### config.mk
export PLATFORM = sky130hd
export DESIGN_NAME = worker_pool_affinity_allocator_core
export DESIGN_NICKNAME = d
export VERILOG_FILES = /design/src/design/wpa_pkg.sv /design/src/design/wpa_front.sv /design/src/design/wpa_queue.sv /design/src/design/wpa_back.sv /design/src/design/worker_pool_affinity_allocator_core.sv
export SDC_FILE = /design/constraint.sdc
export NUM_CORES = 1
export LEC_CHECK = 0
export ABC_CLOCK_PERIOD_IN_PS = 5300
export BUFFER_PORTS_ARGS = -buffer_cell sky130_fd_sc_hd__buf_2
export CORE_ASPECT_RATIO = 1.2
export CORE_MARGIN = 5
export CORE_UTILIZATION = 45
export DETAILED_ROUTE_END_ITERATION = 10
export HOLD_SLACK_MARGIN = 0.02
export PLACE_DENSITY = 0.6
export SLEW_MARGIN = 10
export SYNTH_ARGS = -nofsm -noshare
export SYNTH_HDL_FRONTEND = slang
export SYNTH_SLANG_ARGS = --single-unit
export TNS_END_PERCENT = 100
### constraint.sdc
create_clock -name clk_i -period 5.3 [get_ports clk_i]
set_input_delay 0.53 -clock clk_i [delete_from_list [all_inputs] [get_ports clk_i]]
set_output_delay 0.53 -clock clk_i [all_outputs]
set_load 0.1 [all_outputs]
### src/design/wpa_pkg.sv
// Shared types and constants for the worker pool affinity allocator.
// Used by the front stage, the command queue, the back end and the top level.
`timescale 1ns / 1ps
`default_nettype none

package wpa_pkg;

  // Pool geometry
  localparam int MaxWorkers = 16;
  localparam int SlotW      = 4;   // bits of a worker index
  localparam int CntW       = 5;   // bits of a count that can reach MaxWorkers
  localparam int TagW       = 16;
  localparam int QDepth     = 2;   // command queue entries
  localparam int QPtrW      = 1;
  localparam int QCntW      = 2;

  // Configuration
  localparam int          DataW    = 32;
  localparam int          AddrW    = 3;
  localparam logic        RegLimit = 1'b0;   // register index 0: pool_limit
  localparam logic [CntW-1:0] LimitRst = 5'd16;

  typedef enum logic {
    KIND_REQ = 1'b0,
    KIND_UPD = 1'b1
  } kind_e;

  typedef enum logic [2:0] {
    ST_MATCH   = 3'd0,
    ST_NEW     = 3'd1,
    ST_OTHER   = 3'd2,
    ST_RETRY   = 3'd3,
    ST_UPDATED = 3'd4,
    ST_BAD     = 3'd5
  } status_e;

  typedef enum logic {
    B_IDLE = 1'b0,
    B_SCAN = 1'b1
  } back_state_e;

  // Input word as it arrives on the ports
  typedef struct packed {
    logic             kind;
    logic [TagW-1:0]  tag_first;
    logic [TagW-1:0]  tag_second;
    logic [SlotW-1:0] worker_slot;
    logic             mark_busy;
  } in_word_t;

  // Result word
  typedef struct packed {
    logic [SlotW-1:0] granted_slot;
    logic [2:0]       status;
    logic [CntW-1:0]  free_workers;
  } out_word_t;

  // Classified command carried through the queue
  typedef struct packed {
    kind_e            op;
    logic [TagW-1:0]  tag_first;
    logic [TagW-1:0]  tag_second;
    logic [SlotW-1:0] slot;
    logic             mark;
  } cmd_t;

  // Pool status reported by the back end
  typedef struct packed {
    logic [CntW-1:0] created;
    logic [CntW-1:0] free_cnt;
  } pool_stat_t;

endpackage

`default_nettype wire

### src/design/wpa_front.sv
// Front stage: takes a word on start, decodes its kind and holds it until
// the command queue has room. Depends on wpa_pkg.
`timescale 1ns / 1ps
`default_nettype none

module wpa_front
  import wpa_pkg::*;
(
  input  wire logic     clk_i,
  input  wire logic     rst_ni,
  input  wire logic     start_i,
  input  wire in_word_t item_i,
  input  wire logic     q_full_i,
  output logic          busy_o,
  output logic          push_o,
  output cmd_t          cmd_o
);

  logic stage_v_q, stage_v_d;
  cmd_t stage_q;
  logic accept;

  assign accept = start_i & ~stage_v_q;
  assign push_o = stage_v_q & ~q_full_i;
  assign busy_o = stage_v_q;
  assign cmd_o  = stage_q;

  // stage occupancy
  always_comb begin
    stage_v_d = stage_v_q;
    if (accept) begin
      stage_v_d = 1'b1;
    end else if (push_o) begin
      stage_v_d = 1'b0;
    end
  end

  always_ff @(posedge clk_i or negedge rst_ni) begin
    if (!rst_ni) begin
      stage_v_q <= 1'b0;
    end else begin
      stage_v_q <= stage_v_d;
    end
  end

  // classify and capture the word
  always_ff @(posedge clk_i) begin
    if (accept) begin
      stage_q.op         <= kind_e'(item_i.kind);
      stage_q.tag_first  <= item_i.tag_first;
      stage_q.tag_second <= item_i.tag_second;
      stage_q.slot       <= item_i.worker_slot;
      stage_q.mark       <= item_i.mark_busy;
    end
  end

endmodule

`default_nettype wire

### src/design/wpa_queue.sv
// Two-entry command queue between the front stage and the back end.
// Depends on wpa_pkg.
`timescale 1ns / 1ps
`default_nettype none

module wpa_queue
  import wpa_pkg::*;
(
  input  wire logic clk_i,
  input  wire logic rst_ni,
  input  wire logic push_i,
  input  wire cmd_t cmd_i,
  input  wire logic pop_i,
  output logic      full_o,
  output logic      empty_o,
  output cmd_t      head_o
);

  cmd_t             entry_q [QDepth];
  logic [QPtrW-1:0] wr_ptr_q, rd_ptr_q;
  logic [QCntW-1:0] cnt_q, cnt_d;

  assign full_o  = (cnt_q == QCntW'(QDepth));
  assign empty_o = (cnt_q == '0);
  assign head_o  = entry_q[rd_ptr_q];

  always_comb begin
    cnt_d = cnt_q;
    if (push_i && !pop_i) begin
      cnt_d = cnt_q + 1'b1;
    end else if (pop_i && !push_i) begin
      cnt_d = cnt_q - 1'b1;
    end
  end

  // pointers and fill level
  always_ff @(posedge clk_i or negedge rst_ni) begin
    if (!rst_ni) begin
      wr_ptr_q <= '0;
      rd_ptr_q <= '0;
      cnt_q    <= '0;
    end else begin
      cnt_q <= cnt_d;
      if (push_i) begin
        wr_ptr_q <= wr_ptr_q + 1'b1;
      end
      if (pop_i) begin
        rd_ptr_q <= rd_ptr_q + 1'b1;
      end
    end
  end

  // entry storage
  always_ff @(posedge clk_i) begin
    if (push_i) begin
      entry_q[wr_ptr_q] <= cmd_i;
    end
  end

endmodule

`default_nettype wire

### src/design/wpa_back.sv
// Back end: executes updates and scans the worker table for requests,
// one entry per cycle through the tag memory. Depends on wpa_pkg.
`timescale 1ns / 1ps
`default_nettype none

module wpa_back
  import wpa_pkg::*;
(
  input  wire logic            clk_i,
  input  wire logic            rst_ni,
  input  wire logic            empty_i,
  input  wire cmd_t            head_i,
  input  wire logic [CntW-1:0] pool_limit_i,
  output logic                 pop_o,
  output logic                 done_o,
  output out_word_t            result_o,
  output pool_stat_t           stat_o
);

  back_state_e state_q, state_d;

  logic [MaxWorkers-1:0] busy_q, busy_d;
  logic [CntW-1:0]       created_q, created_d;
  logic [CntW-1:0]       free_q, free_d;
  logic [CntW-1:0]       ptr_q, ptr_d;
  logic                  chk_v_q, chk_v_d;
  logic [SlotW-1:0]      chk_idx_q, chk_idx_d;
  logic                  ff_v_q, ff_v_d;
  logic [SlotW-1:0]      ff_idx_q, ff_idx_d;
  logic                  done_q, done_d;
  out_word_t             res_q, res_d;
  cmd_t                  cmd_q, cmd_d;

  // tag memory: {tag_second, tag_first} per worker
  logic [2*TagW-1:0]     tag_mem [MaxWorkers];
  logic [2*TagW-1:0]     rd_q;
  logic [SlotW-1:0]      rd_addr;
  logic                  mem_we;

  logic [CntW-1:0]       limit;
  logic                  issue, chk_free, hit;

  assign limit = (pool_limit_i > CntW'(MaxWorkers)) ? CntW'(MaxWorkers) : pool_limit_i;

  assign issue    = (state_q == B_SCAN) && (ptr_q < created_q);
  assign rd_addr  = ptr_q[SlotW-1:0];
  assign chk_free = chk_v_q && !busy_q[chk_idx_q];
  assign hit      = chk_free && (rd_q == {cmd_q.tag_second, cmd_q.tag_first});

  // sequencer: next state and result
  always_comb begin
    state_d   = state_q;
    busy_d    = busy_q;
    created_d = created_q;
    free_d    = free_q;
    ptr_d     = ptr_q;
    chk_v_d   = 1'b0;
    chk_idx_d = chk_idx_q;
    ff_v_d    = ff_v_q;
    ff_idx_d  = ff_idx_q;
    done_d    = 1'b0;
    res_d     = res_q;
    cmd_d     = cmd_q;
    pop_o     = 1'b0;
    mem_we    = 1'b0;

    unique case (state_q)
      B_IDLE: begin
        if (!empty_i) begin
          pop_o = 1'b1;
          if (head_i.op == KIND_UPD) begin
            done_d = 1'b1;
            if ({1'b0, head_i.slot} < created_q) begin
              busy_d[head_i.slot] = head_i.mark;
              mem_we              = 1'b1;
              if (busy_q[head_i.slot] && !head_i.mark) begin
                free_d = free_q + 1'b1;
              end else if (!busy_q[head_i.slot] && head_i.mark) begin
                free_d = free_q - 1'b1;
              end
              res_d = '{granted_slot: head_i.slot, status: ST_UPDATED, free_workers: free_d};
            end else begin
              res_d = '{granted_slot: '0, status: ST_BAD, free_workers: free_q};
            end
          end else begin
            cmd_d   = head_i;
            ptr_d   = '0;
            ff_v_d  = 1'b0;
            state_d = B_SCAN;
          end
        end
      end

      B_SCAN: begin
        // read one entry, check the one read last cycle
        if (issue) begin
          ptr_d     = ptr_q + 1'b1;
          chk_v_d   = 1'b1;
          chk_idx_d = ptr_q[SlotW-1:0];
        end
        if (chk_free && !ff_v_q) begin
          ff_v_d   = 1'b1;
          ff_idx_d = chk_idx_q;
        end

        if (hit) begin
          busy_d[chk_idx_q] = 1'b1;
          free_d  = free_q - 1'b1;
          res_d   = '{granted_slot: chk_idx_q, status: ST_MATCH, free_workers: free_d};
          done_d  = 1'b1;
          chk_v_d = 1'b0;
          state_d = B_IDLE;
        end else if (!issue && !chk_v_q) begin
          // every created worker checked without a match
          done_d  = 1'b1;
          state_d = B_IDLE;
          if (created_q < limit) begin
            busy_d[created_q[SlotW-1:0]] = 1'b1;
            created_d = created_q + 1'b1;
            res_d = '{granted_slot: created_q[SlotW-1:0], status: ST_NEW,
                      free_workers: free_q};
          end else if (ff_v_q) begin
            busy_d[ff_idx_q] = 1'b1;
            free_d = free_q - 1'b1;
            res_d  = '{granted_slot: ff_idx_q, status: ST_OTHER, free_workers: free_d};
          end else begin
            res_d = '{granted_slot: '0, status: ST_RETRY, free_workers: free_q};
          end
        end
      end

      default: begin
        state_d = B_IDLE;
      end
    endcase
  end

  // control state
  always_ff @(posedge clk_i or negedge rst_ni) begin
    if (!rst_ni) begin
      state_q   <= B_IDLE;
      busy_q    <= '0;
      created_q <= '0;
      free_q    <= '0;
      ptr_q     <= '0;
      chk_v_q   <= 1'b0;
      ff_v_q    <= 1'b0;
      done_q    <= 1'b0;
    end else begin
      state_q   <= state_d;
      busy_q    <= busy_d;
      created_q <= created_d;
      free_q    <= free_d;
      ptr_q     <= ptr_d;
      chk_v_q   <= chk_v_d;
      ff_v_q    <= ff_v_d;
      done_q    <= done_d;
    end
  end

  // payload registers
  always_ff @(posedge clk_i) begin
    chk_idx_q <= chk_idx_d;
    ff_idx_q  <= ff_idx_d;
    res_q     <= res_d;
    cmd_q     <= cmd_d;
  end

  // tag memory: one write port, one registered read port
  always_ff @(posedge clk_i) begin
    if (mem_we) begin
      tag_mem[head_i.slot] <= {head_i.tag_second, head_i.tag_first};
    end
    rd_q <= tag_mem[rd_addr];
  end

  assign done_o   = done_q;
  assign result_o = res_q;
  assign stat_o   = '{created: created_q, free_cnt: free_q};

endmodule

`default_nettype wire

### src/design/worker_pool_affinity_allocator_core.sv
// Throughput: one word at a time in the back end, whose table scan reads one
// tag memory entry per cycle; the front stage and queue take new words meanwhile.
// Reset: busy flags clear, no workers created, pool_limit 16; the tag memory
// is not cleared and needs no clearing pass. The receiver cannot stall results.
`timescale 1ns / 1ps
`default_nettype none

module worker_pool_affinity_allocator_core
  import wpa_pkg::*;
(
  input  wire logic             clk_i,
  input  wire logic             rst_ni,
  // command port
  input  wire logic             start,
  output logic                  busy,
  input  wire in_word_t         item_i,
  output logic                  done_o,
  output out_word_t             result_o,
  // configuration port
  input  wire logic             psel,
  input  wire logic             penable,
  input  wire logic             pwrite,
  input  wire logic [AddrW-1:0] paddr,
  input  wire logic [DataW-1:0] pwdata,
  output logic      [DataW-1:0] prdata,
  output logic                  pready
);

  logic            q_full, q_empty, push, pop;
  cmd_t            push_cmd, head_cmd;
  pool_stat_t      stat;
  logic [CntW-1:0] pool_limit_q;
  logic            reg_idx;
  logic            cfg_wr;

  // configuration register
  assign pready  = 1'b1;
  assign reg_idx = paddr[AddrW-1];
  assign cfg_wr  = psel && penable && pwrite && pready;

  always_ff @(posedge clk_i or negedge rst_ni) begin
    if (!rst_ni) begin
      pool_limit_q <= LimitRst;
    end else if (cfg_wr && (reg_idx == RegLimit)) begin
      pool_limit_q <= pwdata[CntW-1:0];
    end
  end

  always_comb begin
    prdata = '0;
    if (reg_idx == RegLimit) begin
      prdata = DataW'(pool_limit_q);
    end
  end

  wpa_front u_front (
    .clk_i    (clk_i),
    .rst_ni   (rst_ni),
    .start_i  (start),
    .item_i   (item_i),
    .q_full_i (q_full),
    .busy_o   (busy),
    .push_o   (push),
    .cmd_o    (push_cmd)
  );

  wpa_queue u_queue (
    .clk_i   (clk_i),
    .rst_ni  (rst_ni),
    .push_i  (push),
    .cmd_i   (push_cmd),
    .pop_i   (pop),
    .full_o  (q_full),
    .empty_o (q_empty),
    .head_o  (head_cmd)
  );

  wpa_back u_back (
    .clk_i        (clk_i),
    .rst_ni       (rst_ni),
    .empty_i      (q_empty),
    .head_i       (head_cmd),
    .pool_limit_i (pool_limit_q),
    .pop_o        (pop),
    .done_o       (done_o),
    .result_o     (result_o),
    .stat_o       (stat)
  );

`ifndef ASSERT_OFF
  // free workers are always a subset of created ones
  a_free_le_created: assert property (@(posedge clk_i) disable iff (!rst_ni)
    (stat.free_cnt <= stat.created) && (stat.created <= CntW'(MaxWorkers)))
    else $error("free count exceeds created workers");

  // the front stage never pushes into a full queue
  a_no_overflow: assert property (@(posedge clk_i) disable iff (!rst_ni)
    push |-> !q_full)
    else $error("push into full command queue");

  // reported free count matches the pool state after the step
  a_free_reported: assert property (@(posedge clk_i) disable iff (!rst_ni)
    done_o |-> (result_o.free_workers == stat.free_cnt))
    else $error("result free count disagrees with pool state");

  // retry and bad index never name a worker
  a_no_grant: assert property (@(posedge clk_i) disable iff (!rst_ni)
    (done_o && ((result_o.status == ST_RETRY) || (result_o.status == ST_BAD)))
      |-> (result_o.granted_slot == '0))
    else $error("worker named on retry or bad index");
`endif

endmodule

`default_nettype wire

==> flow_summary_export.csv, run 1 <==
group,metric,value,unit
layout,fillCellCount,5400,
route,detail_route.wl_per_cell,26.2,µm
power_and_ir_drop,power.clock.fraction,26.1,%
yosys,postSynth.asyncResetShare,5.96,%
power_and_ir_drop,switching_share_of_total_power,33.5,%
power_and_ir_drop,totalPowerFinal,20.1,mW
layout,n_antenna_cell,0,
timing,setup_total_negative_slack,0,ns
die,core_area,66900,µm²
place,placed_cells,2526,
yosys,postSynth.topFlopCell,"sky130_fd_sc_hd__edfxtp_1",
layout,finished_layout_cells,2664,
timing,setup_viol,0,
power_and_ir_drop,p_leak,11.1,nW
clocking,htree_levels,3,
yosys,synth-seq-area-share,73.1,%
layout,final_net_count,1800,
critical_path,reg2reg_launch_point,"u_queue.rd_ptr_q$_DFFE_PN0P_",
min_path,min-delay-path-class,"input pin to async pin",
die,die_footprint,72500,µm²
clocking,cts_buffers,75,
timing,rsz_0062_raised_after_global_routing,"false",
layout,post_route_cells_drive_above_1_share,25.9,%
global_route,overflow,0,
run_status,run_status,"finished clean",
power_and_ir_drop,p_switching,6.74,mW
route,routed-via-count,15300,
global_route,first_pass_grt_wire_length,103000,µm
place,buffers_on_ports,68,
critical_path,ff2ff_path_depth,7,
timing,slew_headroom,31.3,%
die,die_height,294,µm
yosys,synthTopCellsByArea,"sky130_fd_sc_hd__edfxtp_1 67%, sky130_fd_sc_hd__mux4_2 12%, sky130_fd_sc_hd__dfrtp_1 3.6%",
critical_path,critical_path.max_fanout,24,
route,final_antenna_net_count,0,
yosys,synth_area,30300,µm²
critical_path,cp_capture_type,"flip-flop",
clocking,clock_sinks,755,
critical_path,crit_path_max_incr_delay,0.69,ns
yosys,synth.largest_area_cell,"sky130_fd_sc_hd__edfxtp_1",
die,die_x,247,µm
global_route,first_global_vias,15800,
timing,tightest_slew,1.03,ns
clocking,post_cts_resized,0,
yosys,post_synth_edffs,678,
place,place_hpwl,39800,µm
yosys,synthCells,1594,
timing,hold_ws,0.0402,ns
critical_path,dominant_delay_contributor_by_cell_family_on_the_critical_path,"compound AO/OA/AOI/OAI gates",
clocking,root_buffer,"sky130_fd_sc_hd__clkbuf_16",
critical_path,worstSetupPathType,"flip-flop to flip-flop",
timing,timing.final.max_slew_violations,0,
power_and_ir_drop,p_int,13.4,mW
power_and_ir_drop,seqPwrFrac,43.7,%
critical_path,path_buf_inv,1,
clocking,clk_latency,0.61,ns
clocking,clock_path_buffers,3,
layout,multi_input_area,7790,µm²
clocking,cts.reportedPaths.clkPinSlew,0.06,ns
timing,min_period,4.06,ns
power_and_ir_drop,power.share.combinational,30.2,%
critical_path,worst-endpoint-arrival,4.35,ns
clocking,cts_hold_buffers,0,
critical_path,critical-path-slowest-cell,"sky130_fd_sc_hd__o21ai_0",
yosys,synth_cell_type_count,73,
die,placementRows,104,
critical_path,worst-endpoint-required,5.59,ns
global_route,total_track_usage,19.3,%
critical_path,crit_path_cell_trace,"o21ai_0 -> ha_1 -> a21oi_1 -> a21o_1 -> nand3_1 -> nor2_4 -> buf_12",
power_and_ir_drop,power_per_cell_area,587,nW/µm²
route,dr.pass1.iters,5,
clocking,cts_tree,"yes",
critical_path,r2r_setup_slack,1.24,ns
place,gpl.final_weighted_congestion,0.927,
global_route,grt_start_max_net_pins,105,
critical_path,reg2reg_to,"u_back.tag_mem[6][14]$_DFFE_PP_",
job,maxCapViolCount,0,
timing,timing.clock.skew,0.0223,ns
route,drc,0,
die,boundaryPins,126,
route,wirelength,69900,µm
layout,area_growth_syn_to_layout,13.3,%
route,drt_iter0_drc,1342,
route,route.detailed.vias_per_inst,5.75,
yosys,synth_largest_type_area_fraction,67.3,%
yosys,synthesis.yosys.warnings,0,
power_and_ir_drop,vdd.ir_drop.worst,426,µV
global_route,antenna_violations_before_repair,0,
timing,final_min_period_over_clock_period,76.6,%
yosys,synth.ff_latch_count,755,
critical_path,critPathLaunchType,"flip-flop",
timing,timing.fmax,0.246,GHz
layout,layout.area.seq,22100,µm²
die,floorplan.initialDensity,45.2,%
timing,report.final.hold_viol_count,0,
clocking,post-cts-setup-buffers,0,
yosys,synth.avg_cell_area,19.0,µm²
power by group through the flow:
stage | sequential (mW) | combinational, mW | clock, mW
finish | 8.80 | 6.07 | 5.24
global route | 8.89 | 6.54 | 5.65
CTS | 8.80 | 6.17 | 5.38
detailed placement | 8.92 | 6.16 | 0
global placement | 8.89 | 6.07 | 0
floorplan | 9.03 | 3.98 | 0
logic make-up after synthesis:
kind of cell	synth area share (%)
multiplexers	14.0
adder cells (fa/ha/maj)	0.786
AND/OR/NAND/NOR	4.04
XOR/XNOR	1.56
buffers and inverters	1.94
flip-flops	73.1
other	0.0248
AO/OA/AOI/OAI	4.52
layout by cell type, fill, tap and decap left out, types with 22 or more instances in the layout:
cell	n
sky130_fd_sc_hd__clkbuf_16	78
sky130_fd_sc_hd__o21ai_0	43
sky130_fd_sc_hd__buf_2	68
sky130_fd_sc_hd__dfxtp_1	32
sky130_fd_sc_hd__buf_4	37
sky130_fd_sc_hd__a21oi_1	22
sky130_fd_sc_hd__nand2_1	46
sky130_fd_sc_hd__xor2_1	42
sky130_fd_sc_hd__mux4_2	165
sky130_fd_sc_hd__conb_1	28
sky130_fd_sc_hd__mux2_2	42
sky130_fd_sc_hd__dfrtp_1	39
sky130_fd_sc_hd__nor2_1	52
sky130_fd_sc_hd__edfxtp_1	678
flip-flops by register name, indices dropped and copies added, names as in the netlist, 5 cells and up:
signal            count
u_back.free_q         5
u_back.rd_q          32
u_back.created_q      5
u_back.busy_q        16
u_back.ptr_q          5
u_back.tag_mem      512
u_back.result_o      12
u_front.cmd_o        38
u_back.cmd_q         32
u_queue.entry_q      76
pool_limit_q          5
metal layers:
metal  GRT usage (%)  part of all wire [%]  vias up
met5               0                     0        -
met4            5.78                   2.5        0
met3            3.13                   5.3      116
met2            32.9                    51      485
met1            25.7                    41     8053
li1                -                     -     6666
synth_stat cells, types with 23 or more instances:
library cell	n
sky130_fd_sc_hd__a21oi_1	23
sky130_fd_sc_hd__buf_4	28
sky130_fd_sc_hd__clkbuf_1	50
sky130_fd_sc_hd__dfrtp_1	44
sky130_fd_sc_hd__dfxtp_1	32
sky130_fd_sc_hd__edfxtp_1	678
sky130_fd_sc_hd__mux2_2	42
sky130_fd_sc_hd__mux4_2	165
sky130_fd_sc_hd__nand2_1	46
sky130_fd_sc_hd__nor2_1	69
sky130_fd_sc_hd__o21ai_0	43
sky130_fd_sc_hd__xor2_1	42
layout make-up:
cell class,count,share of cell area (%)
Timing Repair Buffer,108,1.98
Inverter,22,0.241
Clock buffer,100,6.05
Multi-Input combinational cell,740,22.7
Tap cell,901,3.29
Sequential cell,755,64.6
Clock inverter,38,1.11
worst max-delay path by stage:
stage | start | end | slack (ns) | cells after the start
detailed placement | u_queue.rd_ptr_q$_DFFE_PN0P_ | u_back.tag_mem[5][4]$_DFFE_PP_ | 1.21 | 7
finish | u_queue.rd_ptr_q$_DFFE_PN0P_ | u_back.tag_mem[6][14]$_DFFE_PP_ | 1.24 | 7
CTS | u_queue.rd_ptr_q$_DFFE_PN0P_ | u_back.tag_mem[5][25]$_DFFE_PP_ | 1.21 | 7
floorplan | u_queue.rd_ptr_q$_DFFE_PN0P_ | u_back.tag_mem[11][0]$_DFFE_PP_ | 0.90 | 11
global route | u_queue.rd_ptr_q$_DFFE_PN0P_ | u_back.tag_mem[6][14]$_DFFE_PP_ | 1.05 | 7
global placement | u_queue.rd_ptr_q$_DFFE_PN0P_ | u_back.tag_mem[5][4]$_DFFE_PP_ | 1.21 | 8
metrics by stage:
stage | instance area (µm²) | util [%] | setup slack (ns)
global route | 34300 | 51.2 | 1.05
global placement | 31800 | 47.6 | 1.21
floorplan | 30400 | - | 0.903
CTS | 34300 | 51.2 | 1.21
detailed placement | 31800 | 47.6 | 1.21
finish | 34300 | 51.2 | 1.24
Note: power is estimated with default switching activity, not from simulation.
==> run 2: changes to the inputs <==
- ABC_AREA: default -> 1
- ABC_CLOCK_PERIOD_IN_PS: 5300 -> 4050
- clock period: 5.3 -> 4.05 ns (I/O delays scaled with it)
==> run 2 against run 1 <==
- clock power is 37% higher
- clock skew is 0.0025 ns higher
- combinational power is 52% higher
- final area is 3.5% higher
- register-to-register slack worse by 0.76 ns
- cell count is 34% higher
- worst setup slack worse by 0.76 ns
- critical path depth is 7 higher
- utilization is 0.67 points higher
- via count is 28% higher
- sequential cell count stayed put
==> flow_summary_export.csv, run 2 <==
group,metric,value,unit
route,drt_iter0_drc,1576,
timing,timing.clock.skew,0.0248,ns
layout,max_flop_register,"u_back.tag_mem",
route,wirelength,74700,µm
route,dr.pass1.iters,5,
timing,rsz_0062_raised_after_global_routing,"false",
layout,layout.cells.most_common,"sky130_fd_sc_hd__edfxtp_1",
yosys,synth.largest_area_cell,"sky130_fd_sc_hd__edfxtp_1",
route,detail_route.wl_per_cell,20.9,µm
yosys,synth_largest_type_area_fraction,65.8,%
layout,post_route_cells_drive_above_1_share,11.5,%
yosys,synth_cell_type_count,53,
die,die_x,249,µm
critical_path,critPathLaunchType,"flip-flop",
critical_path,cp_capture_type,"flip-flop",
global_route,overflow,0,
timing,setup_viol,0,
yosys,post_synth_edffs,678,
clocking,clock_path_buffers,3,
clocking,htree_levels,3,
min_path,min-delay-path-class,"input pin to flip-flop",
clocking,cts_tree,"yes",
yosys,synth.avg_cell_area,12.4,µm²
die,floorplan.initialDensity,45.3,%
yosys,postSynth.topFlopCell,"sky130_fd_sc_hd__edfxtp_1",
die,core_area,68300,µm²
clocking,clk_latency,0.63,ns
global_route,first_global_vias,19700,
place,gpl.final_weighted_congestion,0.894,
yosys,synthMostInstantiatedCell,"sky130_fd_sc_hd__edfxtp_1",
yosys,postSynth.asyncResetShare,5.96,%
die,die_footprint,74100,µm²
job,maxCapViolCount,0,
layout,layout.area.seq,22100,µm²
yosys,synth.ff_latch_count,755,
timing,tightest_slew,1.17,ns
yosys,synthTopCellsByArea,"sky130_fd_sc_hd__edfxtp_1 66%, sky130_fd_sc_hd__nor2_1 5.1%, sky130_fd_sc_hd__nand2_1 4.8%",
critical_path,worstSetupPathType,"flip-flop to flip-flop",
timing,timing.final.max_slew_violations,0,
layout,layout.cells.most_common_list,"678 x sky130_fd_sc_hd__edfxtp_1, 412 x sky130_fd_sc_hd__nor2_1, 396 x sky130_fd_sc_hd__nand2_1, 146 x sky130_fd_sc_hd__o21ai_0, 132 x sky130_fd_sc_hd__nand3_1",
timing,timing.fmax,0.281,GHz
global_route,first_pass_grt_wire_length,115000,µm
power_and_ir_drop,vdd.ir_drop.worst,721,µV
clocking,post_cts_resized,0,
timing,min_period,3.56,ns
clocking,cts.reportedPaths.clkPinSlew,0.06,ns
place,place_hpwl,41500,µm
yosys,synthCells,2498,
critical_path,worst-endpoint-required,4.29,ns
layout,fillCellCount,5843,
timing,report.final.hold_viol_count,0,
power_and_ir_drop,totalPowerFinal,28.0,mW
critical_path,worst-endpoint-arrival,3.81,ns
place,buffers_on_ports,68,
die,placementRows,105,
timing,final_min_period_over_clock_period,88.0,%
route,final_antenna_net_count,0,
timing,setup_total_negative_slack,0,ns
layout,largest_reg_flops,512,
timing,slew_headroom,22.0,%
route,drc,0,
global_route,total_track_usage,19.8,%
global_route,grt_start_max_net_pins,261,
clocking,root_buffer,"sky130_fd_sc_hd__clkbuf_16",
route,route.detailed.vias_per_inst,5.48,
clocking,clock_sinks,755,
yosys,synthesis.yosys.warnings,0,
die,boundaryPins,126,
critical_path,r2r_setup_slack,0.49,ns
yosys,synth-seq-area-share,71.5,%
yosys,synth_area,30900,µm²
layout,final_net_count,2708,
layout,area_growth_syn_to_layout,14.6,%
clocking,post-cts-setup-buffers,0,
layout,n_antenna_cell,0,
critical_path,critical_path.max_fanout,26,
yosys,synth_top_cells_by_count,"678 x sky130_fd_sc_hd__edfxtp_1, 417 x sky130_fd_sc_hd__nor2_1, 396 x sky130_fd_sc_hd__nand2_1",
layout,multi_input_area,7910,µm²
die,die_height,297,µm
power_and_ir_drop,power_per_cell_area,788,nW/µm²
clocking,cts_buffers,77,
run_status,run_status,"finished clean",
global_route,antenna_violations_before_repair,0,
power_and_ir_drop,p_leak,12.7,nW
route,routed-via-count,19600,
==> run 2: what timing repair did <==
item / 4_1_cts / 5_1_grt
hold buffers: 40 / 0
setup endpoints to repair: 0 / 0
endpoints found under the hold margin: 59 / 0
==> run 2: logic make-up (layout without fill, tap and decap cells) <==
logic type / after synthesis / after routing / share of synthesized area [%]
xor+xnor: 41 / 41 / 1.16
mux: 49 / 49 / 1.59
compound gates: 350 / 350 / 7.61
flops: 755 / 755 / 71.5
other cells: 2 / 28 / 0.0243
buf+inv: 260 / 408 / 3.58
simple gates: 1022 / 1022 / 13.7
fa+ha+maj: 19 / 19 / 0.769
==> run 2: worst max-delay path, cell delays in order, from the launching register on <==
cell	delay (ns)
sky130_fd_sc_hd__dfrtp_1	0.50
sky130_fd_sc_hd__inv_2	0.10
sky130_fd_sc_hd__or2_2	0.29
sky130_fd_sc_hd__o21ai_2	0.13
sky130_fd_sc_hd__inv_1	0.14
sky130_fd_sc_hd__ha_1	0.29
sky130_fd_sc_hd__inv_1	0.06
sky130_fd_sc_hd__nor2_1	0.06
sky130_fd_sc_hd__a22oi_1	0.19
sky130_fd_sc_hd__nand2_2	0.18
sky130_fd_sc_hd__inv_1	0.15
sky130_fd_sc_hd__nand4_1	0.10
sky130_fd_sc_hd__buf_4	0.25
sky130_fd_sc_hd__nor3_2	0.18
sky130_fd_sc_hd__buf_4	0.54
==> run 2: final timing paths <==
check	start	to	depth (start not counted)
max	u_queue.rd_ptr_q$_DFFE_PN0P_	u_back.tag_mem[15][10]$_DFFE_PP_	14
min	pwdata[0]	pool_limit_q[0]$_DFFE_PN0P_	3
max reg2reg	u_queue.rd_ptr_q$_DFFE_PN0P_	u_back.tag_mem[15][10]$_DFFE_PP_	14
min reg2reg	u_front.cmd_o[9]$_DFFE_PP_	u_queue.entry_q[0][9]$_DFFE_PP_	0
max in group asynchronous	rst_ni	u_back.busy_q[7]$_DFFE_PN0P_	3
min in group asynchronous	rst_ni	u_back.ff_v_q$_DFFE_PN0P_	2
==> run 2: through the flow <==
step / util [%] / cells / area, µm² / setup WS, ns / hold WS, ns
3_3_place_gp: 47.5 / 3400 / 32500 / 0.559 / 0.422
2_1_floorplan: - / 2524 / 31000 / -0.701 / 0.109
5_1_grt: 51.9 / 3581 / 35500 / 0.285 / 0.0495
6_report: 51.9 / 3581 / 35500 / 0.486 / 0.0552
3_5_place_dp: 47.5 / 3400 / 32500 / 0.545 / 0.433
4_1_cts: 51.9 / 3581 / 35500 / 0.502 / 0.0304
==> run 2: area by class of cell <==
class / instances / area share (%)
clock buffers: 97 / 6.00
flip-flops and latches: 755 / 62.4
repair buffers: 158 / 3.61
inverters: 109 / 1.18
clock inverters: 44 / 1.28
well taps: 909 / 3.21
multi-input cells: 1509 / 22.3
==> run 2: layer usage <==
layer  part of all wire, %  wire length, µm  vias to the layer above  GRT usage, %
li1                      -                -                     9135             -
met1                    41            30600                     9764          25.3
met2                    51            38000                      585          34.8
met3                   5.4             4050                      122          2.68
met4                   2.9             2150                        0          6.97
met5                     0                0                        -             0
==> run 2: power breakdown <==
part	switching, mW	leakage (nW)	internal, mW	total (mW)
sequential	0.547	7.02	11.0	11.6
combinational	6.88	4.40	2.34	9.23
clock	2.92	1.29	4.25	7.17
total	10.3	12.7	17.6	28.0
